===== config.mk =====
export PLATFORM = sky130hd
export DESIGN_NAME = dmxpm_ctrl
export DESIGN_NICKNAME = d
export VERILOG_FILES = /design/src/rtl/dmxpm_pkg.sv /design/src/rtl/dmxpm_ctrl.sv
export SDC_FILE = /design/constraint.sdc
export NUM_CORES = 1
export LEC_CHECK = 0
export ABC_AREA = 1
export BUFFER_PORTS_ARGS = -buffer_cell sky130_fd_sc_hd__buf_2
export CAP_MARGIN = 20
export CORE_AREA = 2 2 39 41
export CTS_CLUSTER_DIAMETER = 40
export DETAILED_ROUTE_END_ITERATION = 10
export DIE_AREA = 0 0 41 43
export PLACE_DENSITY = 0.38
export SLEW_MARGIN = 5
export SYNTH_ARGS = -nofsm -noshare
export SYNTH_HDL_FRONTEND = slang
export SYNTH_SLANG_ARGS = --single-unit
export TNS_END_PERCENT = 100

===== constraint.sdc =====
create_clock -name clk -period 1.2 [get_ports clk]
set_clock_uncertainty 0.1 [all_clocks]
set_input_delay 0.18 -clock clk [delete_from_list [all_inputs] [get_ports clk]]
set_output_delay 0.18 -clock clk [all_outputs]
set_load 0.01 [all_outputs]

===== src/rtl/dmxpm_pkg.sv =====
// dmxpm_pkg: shared types and constants for the priority merge table
// word layouts on both channels, request codes, controller states and
// controller/datapath command and status groups; depends on nothing
package dmxpm_pkg;

  // default table geometry
  localparam int NUM_UNIVERSES_DEF         = 16;
  localparam int CHANNELS_PER_UNIVERSE_DEF = 512;

  // field widths
  localparam int REQ_W  = 2;
  localparam int UNI_W  = 4;
  localparam int CHAN_W = 10;
  localparam int LVL_W  = 8;
  localparam int PRIO_W = 8;

  // universes reachable through the index field
  localparam int UNI_SPACE = 1 << UNI_W;

  // request codes
  typedef enum logic [REQ_W-1:0] {
    REQ_SINGLE = 2'd0,
    REQ_FRAME  = 2'd1,
    REQ_READ   = 2'd2
  } req_code_t;

  // request word
  typedef struct packed {
    req_code_t             req_type;
    logic [UNI_W-1:0]      universe_index;
    logic [CHAN_W-1:0]     channel_number;
    logic [LVL_W-1:0]      level;
    logic [PRIO_W-1:0]     source_priority;
    logic                  frame_last;
  } req_word_t;

  // response word
  typedef struct packed {
    logic                  written;
    logic [LVL_W-1:0]      read_level;
    logic [PRIO_W-1:0]     read_priority;
    logic                  universe_active;
  } rsp_word_t;

  // controller states
  typedef enum logic [1:0] {
    ST_CLEAR,
    ST_IDLE,
    ST_MERGE
  } state_t;

  // controller to datapath
  typedef struct packed {
    logic clear_step;
    logic load_item;
    logic commit;
  } dp_cmd_t;

  // datapath to controller
  typedef struct packed {
    logic clear_last;
    logic out_hold;
  } dp_stat_t;

endpackage


===== src/rtl/dmxpm_ctrl.sv =====
// dmxpm_ctrl: controller state machine for the priority merge table
// sequences the clearing pass, request intake and merge commit; uses dmxpm_pkg
module dmxpm_ctrl (
  input  logic              clk,
  input  logic              rst,
  input  logic              req_valid,
  output logic              req_stall,
  input  dmxpm_pkg::dp_stat_t stat,
  output dmxpm_pkg::dp_cmd_t  cmd
);
  import dmxpm_pkg::*;

  state_t state, state_next;

  // state register
  always_ff @(posedge clk) begin
    if (rst) begin
      state <= ST_CLEAR;
    end else begin
      state <= state_next;
    end
  end

  // next state
  always_comb begin
    state_next = state;
    unique case (state)
      ST_CLEAR: begin
        if (stat.clear_last) state_next = ST_IDLE;
      end
      ST_IDLE: begin
        if (req_valid) state_next = ST_MERGE;
      end
      ST_MERGE: begin
        if (!stat.out_hold) state_next = ST_IDLE;
      end
      default: state_next = ST_CLEAR;
    endcase
  end

  // outputs
  always_comb begin
    cmd        = '0;
    req_stall  = 1'b1;
    unique case (state)
      ST_CLEAR: begin
        cmd.clear_step = 1'b1;
      end
      ST_IDLE: begin
        req_stall     = 1'b0;
        cmd.load_item = req_valid;
      end
      ST_MERGE: begin
        cmd.commit = !stat.out_hold;
      end
      default: begin
        cmd = '0;
      end
    endcase
  end

  // a taken word always moves on to the merge
  a_load_to_merge: assert property (@(posedge clk) disable iff (rst)
    cmd.load_item |=> state == ST_MERGE)
    else $error("accepted word did not enter merge");

  // merge never commits into a held response
  a_commit_free: assert property (@(posedge clk) disable iff (rst)
    cmd.commit |-> !stat.out_hold)
    else $error("commit while response held");

  // no intake during the clearing pass
  a_clear_blocks: assert property (@(posedge clk) disable iff (rst)
    state == ST_CLEAR |-> req_stall && !cmd.load_item)
    else $error("intake during clearing pass");

endmodule


# Word level (Yosys, flattened, before mapping)
# Index checks and enable logic that the tools add are counted.
# op_classes
add_sub_neg,0
mul,0
div_mod_pow,0
order_cmp,0
eq_ne,5
shifts,0
mux,8
n_bitwise,0
reduce_logical,3
# ops
op,count
$mux 2,3
$ne 2x2->1 const B,3
$pmux 2 s3,1
$mux 1,4
$reduce_and 3->1,1
$eq 2x1->1 const B,1
$eq 2x2->1 const B,1
$logic_not 2->1,1
$logic_not 1->1,1
# totals
regBits,2
latchBits,0
ram_bits,0
rom_bits,0
inputBits,5
output_inout_bits,4
wordCells,17
n_memories,0

# Logic depth before layout (Yosys ltp)
# Gate-level depths: netlist of the first run.
# logic_depth
ltp_word,3
depth_mapped,5
ltp_nobuf,5

# Worst setup path after synthesis of the first run
# Ideal clock, no wire load.
# synth_timing
path_kind,reg-to-output
startpoint,register state[0]
endpoint,output cmd[0] in the netlist's numbering
arrival_ps,666
t_required_ps,920
slack_ps,254
path_stages_with_launch,2
path_buffers,0
path_cell_list,dfxtp_1 > nor3_1
# synth_rtl
element,line,text
"start, declared",dmxpm_ctrl.sv:13,"state_t state, state_next;"
"start signal, assigned",dmxpm_ctrl.sv:20,state <= state_next;
"end, declared",dmxpm_ctrl.sv:9,output dmxpm_pkg::dp_cmd_t cmd

==> metrics.txt, run 1 <==
Worst R2R End=state[0]$_SDFFE_PP0P_; RSZ-0062 raised after global routing=yes; status=finished clean; # IOs=9; first-pass GRT wire length=448 um; final antenna-violating net count=0; register-to-register setup slack=310 ps; Seq/Total Area, Yosys=34.0%; Setup crit end=cmd[1]; Reg power frac=28.9%; Mapped Nets=24; Worst-Skew Late Latency=220 ps; fillcell total=169; Yosys warnings=0; Initial Utilization=8.50%; Max Clk Rate=881 MHz; Avg Cell Area, Syn=6.19 um^2; Final Cell Area=218 um^2; Die X=41 um; Core Area=1380 um^2; H-tree depth=1; setup_tns=0 ps; period utilization=94.6%; most common cell after layout, fill and taps aside=buf_2; DP HPWL=233 um; final routed DRC violation total=0; synthesized instance count=19; Metal-1 WL=124 um; Worst VDD drop=0.000258 V; GRT Overall Usage=4.50%; max reg flops=2; Seq cells post-synth=2; DP Area=178 um^2; WL met3=44 um; Area Overhead vs Synth=85.1%; Switching Fraction=27.7%; CP arrival=860 ps; clock buffer depth=2; worst path required time=920 ps; combinational share of power=18.8%; Clk network pwr share=52.3%; most frequent cells in the layout=8 x buf_2, 5 x nand2_1, 3 x inv_1, 3 x clkbuf_4, 2 x nor2_2; Via Count=148; Crit. End Element=primary output; die area=1760 um^2; Reg with most FFs=state; worst r2r src=state[0]$_SDFFE_PP0P_; layout cells sized above 1=60.0%; Max FO, Critical Path=5; port buffer count=8; DR WL/cell=6.83 um; setup violators final=0; PD cells=1330 nW/um^2; critical path launch point type=flip-flop; CTS buffer count=3; Final Hold Fails=0; final slew viol count=0; Top Metal Used=met3; min Tclk post-route=1140 ps; CTS tree=yes; die height=43 um; largest net degree at the start of global routing=8; n_diodes=0; DR WL met2=145 um; clk slew on worst S/H paths=30 ps; Worst slew margin=92.5%; top flop regs=state x2; cell-internal power=210 uW; P_sw=80.3 uW; min-delay worst type=input pin to flip-flop; postcts setup bufs=0; crit path from=state[1]$_SDFFE_PP0P_; drt first pass iters=2; GRT Residual Overflow=0; vias per std cell=3.22; Syn Std Cell Area=118 um^2; clk sink count=2; max cap viols=0; clock root cell=clkbuf_4; Final nets=37; Synth cell types=9; num rows=14; GP Congestion=0.580; Worst R2R Path Depth=5; crit path kind=flip-flop to primary output; LEAKAGE=0.000117 uW; Initial DRC Count=1; initial antenna violation count=0; Slew @ Worst Pin=112 ps; vias in the first global route=119; WL final=314 um
power by group through the flow:
| stage | Combinational [uW] | Clock [uW] | Sequential (uW) |
|---|---|---|---|
| 3_3_place_gp | 52.8 | 0 | 81.8 |
| 6_report | 54.6 | 152 | 83.9 |
| 5_1_grt | 63.0 | 172 | 86.1 |
| 4_1_cts | 53.3 | 163 | 82.5 |
| 2_1_floorplan | 31.4 | 0 | 80.3 |
| 3_5_place_dp | 52.8 | 0 | 81.8 |
per-layer routing:
layer | track usage [%] | vias up
met5 | 0 | -
met4 | 6.00 | 0
met3 | 3.14 | 0
met2 | 4.69 | 7
met1 | 4.78 | 60
li1 | - | 81
per-stage QoR:
stage	std cells	hold slack, ps	total power [uW]	setup slack [ps]	utilization, %
floorplan	19	149	112	254	-
global placement	43	260	135	161	12.8
detailed placement	43	266	135	163	12.8
CTS	46	16.2	299	0.811	14.6
global route	46	28.3	321	-5.77	15.7
finish	46	27.5	290	64.5	15.7
worst min-delay path by stage:
stage / startpoint / to / slack [ps] / cells after the start
finish: rst / state[1]$_SDFFE_PP0P_ / 30 / 2
global route: rst / state[1]$_SDFFE_PP0P_ / 30 / 2
CTS: rst / state[1]$_SDFFE_PP0P_ / 20 / 2
detailed placement: rst / state[1]$_SDFFE_PP0P_ / 270 / 2
global placement: rst / state[1]$_SDFFE_PP0P_ / 260 / 2
floorplan: rst / state[1]$_SDFFE_PP0P_ / 150 / 1
timing repair:
action / in CTS / in global routing
endpoints found under the setup margin: 2 / 2
pin swaps: 0 / 1
resized for setup: 3 / 4
hold buffers: 0 / 0
worst max-delay path, cell delays in order, from the launching register on:
cell	delay, ps
dfxtp_2	320
inv_4	70
nand3_2	70
inv_1	50
buf_2	110
cells in the mapped netlist, drive strengths merged:
cell type / count / area [um^2]
nand2: 5 / 18.8
inv: 4 / 15.0
nor2: 3 / 16.3
dfxtp: 2 / 40.0
nand3: 2 / 10.0
a21oi: 1 / 5.00
nand3b: 1 / 7.51
nor3: 1 / 5.00
cells by family after synthesis:
logic type | count (synthesis) | share of synthesized area [%]
simple gates | 12 | 48.9
buf+inv | 4 | 12.8
flops | 2 | 34.0
compound gates | 1 | 4.25
final cells by class:
class,count,area [um^2],share of cell area (%)
multi-input combinational,13,72.6,33.3
sequential,2,45.0,20.7
timing repair buffer,8,40.0,18.4
clock buffer,3,22.5,10.3
tap,16,20.0,9.20
inverter,4,17.5,8.05
No activity file was read; power rests on OpenSTA's default activity.
==> run 2: changes to the inputs <==
Settings changed: ABC_AREA 1 to unset, PLACE_DENSITY 0.38 to 0.37.
==> metrics.txt, run 2 <==
RSZ-0062 raised after global routing=yes; cell-internal power=209 uW (-0.22%); Reg power frac=29.7% (+0.8 points); Seq cells post-synth=2 (unchanged); post-layout util=15.6% (-0.18 points); min Tclk post-route=1200 ps (+65.6 ps); Area Overhead vs Synth=89.0%; critical path launch point type=flip-flop; die area=1760 um^2 (unchanged); Total Power=281 uW (-3.2%); Yosys top cell area share=35.2% (+1.1 points); Seq/Total Area, Yosys=35.2% (+1.1 points); final routed DRC violation total=0 (unchanged); Initial DRC Count=0 (-1); WP buf/inv=1 (-2); vias per std cell=3.29 (+2.1%); num rows=14 (unchanged); drt first pass iters=1 (-1); mux contribution to synthesized area=0% (unchanged); die height=43 um (unchanged); DR WL/cell=8.38 um (+23%); PD cells=1310 nW/um^2 (-2.1%); most common cell after layout, fill and taps aside=buf_2; CTS tree=yes; Avg Cell Area, Syn=8.13 um^2 (+31%); Core Area=1380 um^2 (unchanged); layout cells sized above 1=57.7% (-2.3 points); Yosys warnings=0 (unchanged); port buffer count=8 (unchanged); clock buffer depth=2 (unchanged); Compound-Gate Fraction of Synth Area=13.2% (+8.9 points); CP peak stage delay=350 ps (+30 ps); Switching Fraction=25.4% (-2.2 points); first-pass GRT wire length=593 um (+32%); clk sink count=2 (unchanged); Syn Std Cell Area=114 um^2 (-3.2%); GP Congestion=0.563 (-2.9%); CP arrival=920 ps (+60 ps); final slew viol count=0 (unchanged); hold buffer count at cts=0 (unchanged); max cap viols=0 (unchanged); synthesized instance count=14 (-5); Slowest-stage cell, CP=dfxtp_2; worst path required time=920 ps (about the same); Worst-Skew Late Latency=230 ps (about the same); largest family of logic cells by synthesized area=simple AND/OR/NAND/NOR gates; Final nets=33 (-11%); Reg with most FFs=state; Post-Synth XOR/XNOR Area=0% (unchanged); Max FO, Critical Path=6 (+1); clk slew on worst S/H paths=30 ps (about the same); # IOs=9 (unchanged); pre-CTS setup slack=151 ps (-12.3 ps); Slew @ Worst Pin=141 ps (+28.6 ps); max reg flops=2 (unchanged); period utilization=100% (+5.5 points); clock root cell=clkbuf_4; top flop regs=state x2; final antenna-violating net count=0 (unchanged); post-synthesis simple-gate area fraction=45.1% (-3.9 points); Worst path depth=2 (-2); Clk network pwr share=53.6% (+1.3 points); min-delay worst type=input pin to flip-flop; LEAKAGE=0.000103 uW (-11%); synth cell count leaders=2 x dfxtp_1, 2 x inv_1, 2 x nand3b_1, 2 x nor2_1; register-to-register setup slack=160 ps (-150 ps); initial antenna violation count=0 (unchanged); failing checks=negative setup slack; vias in the first global route=141 (+18%); most frequent cells in the layout=8 x buf_2, 3 x clkbuf_4, 2 x nor2_1, 2 x nand3b_1, 2 x inv_1; crit path kind=flip-flop to primary output; WHS Path Cells=2 (unchanged); DP HPWL=250 um (+7.7%); critical path, cell by cell=nor3b_4 -> buf_2; Post-synth EDFFs=0 (unchanged); Via Count=138 (-6.8%); Worst slew margin=90.6% (-1.9 points); Synth cell types=10 (+1); status=finished, violations left; Die X=41 um (unchanged); GRT Residual Overflow=0 (unchanged); commonest register cell after synthesis=dfxtp_1; H-tree depth=1 (unchanged); top cells by area, synth=dfxtp_1 35%, nand3b_1 13%, nor3b_2 11%; WL final=352 um (+12%); Mapped Nets=19 (-21%); critical path's top delay family=flip-flops; Max Clk Rate=833 MHz (-5.5%); CTS buffer count=3 (unchanged); fraction of registers with async set/reset=0% (unchanged); Worst R2R Path Depth=2 (-3); largest net degree at the start of global routing=8 (unchanged); Final WS setup=-1.13 ps (-65.6 ps); setup violators final=1 (+1); Initial Utilization=8.23% (-0.27 points); Hold WS=47.1 ps (+19.6 ps); n_diodes=0 (unchanged); Final Hold Fails=0 (unchanged); P_sw=71.4 uW (-11%); leading area contributor after synthesis=dfxtp_1; Crit. End Element=primary output; GRT Overall Usage=5.91% (+1.4 points); Synth Area in Adders=0% (unchanged); Worst VDD drop=0.000374 V (+45%); combinational share of power=16.7% (-2.1 points)
-- run 2: cell types whose count changed after synthesis --
cell / delta
a32o_1: +1
inv_1: -2
nand2_1: -4
nand2b_1: +1
nand3_1: -2
nand3b_1: +1
nor2_1: +1
nor2_2: -2
nor3_1: -1
nor3b_2: +1
or2_0: +1
-- run 2: cell type report --
class	count	area (um^2)
fillers	162	1170
multi-input cells	10	72.6
well taps	16	20.0
clock buffers	3	22.5
repair buffers	9	47.5
inverters	2	7.51
flip-flops and latches	2	45.0
-- run 2: worst paths after layout --
path,startpoint,end
min reg2reg,state[1]$_SDFFE_PP0P_,state[1]$_SDFFE_PP0P_
max,state[1]$_SDFFE_PP0P_,cmd[0]
max reg2reg,state[0]$_SDFFE_PP0P_,state[0]$_SDFFE_PP0P_
min,rst,state[1]$_SDFFE_PP0P_
-- run 2: logic make-up (layout without fill, tap and decap cells) --
family                 after synthesis  after routing
AND/OR/NAND/NOR                      8              8
flip-flops                           2              2
buffers and inverters                2             14
AO/OA/AOI/OAI                        2              2
-- run 2: stage by stage --
step	cells	area, um^2	TNS (ps)
6_report	42	215	-1.13
5_1_grt	42	215	-155
4_1_cts	42	215	-34.5
3_5_place_dp	38	174	0
3_3_place_gp	38	174	0
2_1_floorplan	14	114	0
-- run 2: what timing repair did --
item / CTS / global route
pin swaps: 1 / 0
gates cloned: 0 / 0
setup buffers: 1 / 0
setup endpoints to repair: 2 / 2
gates resized for setup: 4 / 0
-- run 2: power by group through the flow --
stage / combinational (uW) / sequential, uW / clock (uW)
after floorplan: 23.9 / 79.6 / 0
after CTS: 47.3 / 83.1 / 165
after global placement: 44.7 / 81.9 / 0
after detailed placement: 44.3 / 81.7 / 0
after global routing: 52.1 / 85.3 / 177
final: 47.0 / 83.4 / 151
-- run 2: metal layers --
metal  up-vias  GRT usage, %  share of wire, %
met1        55          7.01                54
met2         9          5.00                34
met5         -             0                 0
li1         74             -                 -
met3         0          4.71                12
met4         0          8.00                 0
==> run 3: changes to the inputs <==
Settings changed: CORE_AREA 2 2 39 41 to 5 5 42 44, DIE_AREA 0 0 41 43 to 0 0 47 49, SKIP_LAST_GASP set to 1.
==> metrics.txt, run 3 (synthesis results as in run 2) <==
status=finished, violations left; failing checks=negative setup slack; RSZ-0062 raised after global routing=yes; crit path from=state[1]$_SDFFE_PP0P_; min Tclk post-route=1230 ps (+30.6 ps); Hold WS=38.4 ps (-8.67 ps); worst path required time=920 ps (about the same); first-pass GRT wire length=600 um (+1.2%); Final nets=33 (unchanged); Final Cell Area=218 um^2 (+1.2%); die height=49 um (+14%); CP peak stage delay=350 ps (about the same); hold buffer count at cts=0 (unchanged); CTS tree=yes; CTS buffer count=3 (unchanged); max cap viols=0 (unchanged); most common cell after layout, fill and taps aside=buf_2; Initial DRC Count=8 (+8); initial antenna violation count=0 (unchanged); # IOs=9 (unchanged); most frequent cells in the layout=8 x buf_2, 3 x clkbuf_4; Initial Utilization=8.12% (-0.10 points); Via Count=135 (-2.2%); Core Area=1400 um^2 (+1.3%); WHS Path Cells=2 (unchanged); vias in the first global route=129 (-8.5%); LEAKAGE=0.000104 uW (+0.29%); H-tree depth=1 (unchanged); DR WL/cell=8.48 um (+1.1%); Total Power=280 uW (-0.45%); clock root cell=clkbuf_4; final cell count without fillers=42 (unchanged); setup violators final=2 (+1); worst r2r src=state[1]$_SDFFE_PP0P_; Final Hold Fails=0 (unchanged); clock buffer depth=2 (unchanged); Crit. End Element=primary output; pre-CTS setup slack=138 ps (-12.9 ps); final antenna-violating net count=0 (unchanged); Slowest-stage cell, CP=dfxtp_4; critical path's top delay family=flip-flops; min-delay worst type=input pin to flip-flop; final routed DRC violation total=0 (unchanged); top flop regs=state x2; CP arrival=950 ps (+30 ps); register-to-register setup slack=180 ps (+20 ps); Reg with most FFs=state; WP buf/inv=2 (+1); max reg flops=2 (unchanged); Max FO, Critical Path=6 (unchanged); Die X=47 um (+15%); Max Clk Rate=812 MHz (-2.5%); WL final=356 um (+1.1%); crit path kind=flip-flop to primary output; DP Area=174 um^2 (unchanged); clk sink count=2 (unchanged); Worst-Skew Late Latency=220 ps (about the same); Worst R2R Path Depth=3 (+1); drt first pass iters=4 (+3); largest net degree at the start of global routing=8 (unchanged); Area Overhead vs Synth=91.2%; period utilization=103% (+2.6 points); die area=2300 um^2 (+31%); Worst path depth=3 (+1); Final WS setup=-31.8 ps (-30.6 ps); PD cells=1280 nW/um^2 (-1.6%); placed cell count=38 (unchanged); final slew viol count=0 (unchanged); GP Congestion=0.638 (+13%); layout cells sized above 1=57.7% (unchanged); vias per std cell=3.21 (-2.2%); Worst slew margin=90.4% (-0.23 points); Slew @ Worst Pin=144 ps (+3.37 ps); critical path, cell by cell=nand3b_1 -> inv_1 -> buf_2; Worst VDD drop=0.000366 V (-2.1%); GRT Residual Overflow=0 (unchanged); n_diodes=0 (unchanged); num rows=14 (unchanged); clk slew on worst S/H paths=30 ps (about the same); GRT Overall Usage=4.22% (-1.7 points); port buffer count=8 (unchanged); critical path launch point type=flip-flop; Setup crit end=cmd[1]; Worst R2R End=state[0]$_SDFFE_PP0P_
[run 3: area by class of cell]
class,instances,area (um^2)
sequential,2,47.5
inverter,2,7.51
timing repair buffer,9,47.5
tap,16,20.0
multi-input combinational,10,72.6
fill,164,1180
clock buffer,3,22.5
[run 3: power breakdown]
part	switching, uW	internal, uW
logic	21.7	25.5
registers	10.2	72.2
clock network	39.6	110
total	71.5	208
[run 3: how the worst min path moves through the flow]
stage                     from                    end
after floorplan            rst  state[1]$_SDFFE_PP0P_
after global placement     rst  state[1]$_SDFFE_PP0P_
after detailed placement   rst  state[1]$_SDFFE_PP0P_
after CTS                  rst  state[1]$_SDFFE_PP0P_
after global routing       rst  state[1]$_SDFFE_PP0P_
final                      rst  state[1]$_SDFFE_PP0P_
[run 3: stage by stage]
stage / util (%) / setup TNS [ps]
after floorplan: - / 0
after global placement: 12.4 / 0
after detailed placement: 12.4 / 0
after CTS: 15.2 / -61.9
after global routing: 15.5 / -176
final: 15.5 / -34.0
[run 3: worst register-to-register path: cells and delay by family, from the launching register on]
family | cells | cell delay (ps)
AOI/OAI and AO/OA | 1 | 190
buffers and inverters | 1 | 120
DFF | 1 | 350
and+or+nand+nor | 1 | 150
[run 3: routing by layer]
layer  up-vias  GRT usage [%]  wire length [um]
li1         73              -                 -
met4         0           5.53                 0
met1        53           5.69               209
met2         9           2.94                95
met5         -              0                 0
met3         0           3.32                51
[run 3: repair_timing]
item	in CTS	in global routing
setup buffers	1	0
pin swaps	0	1
gates cloned	0	0
gates resized for setup	3	2
endpoints found under the setup margin	2	2
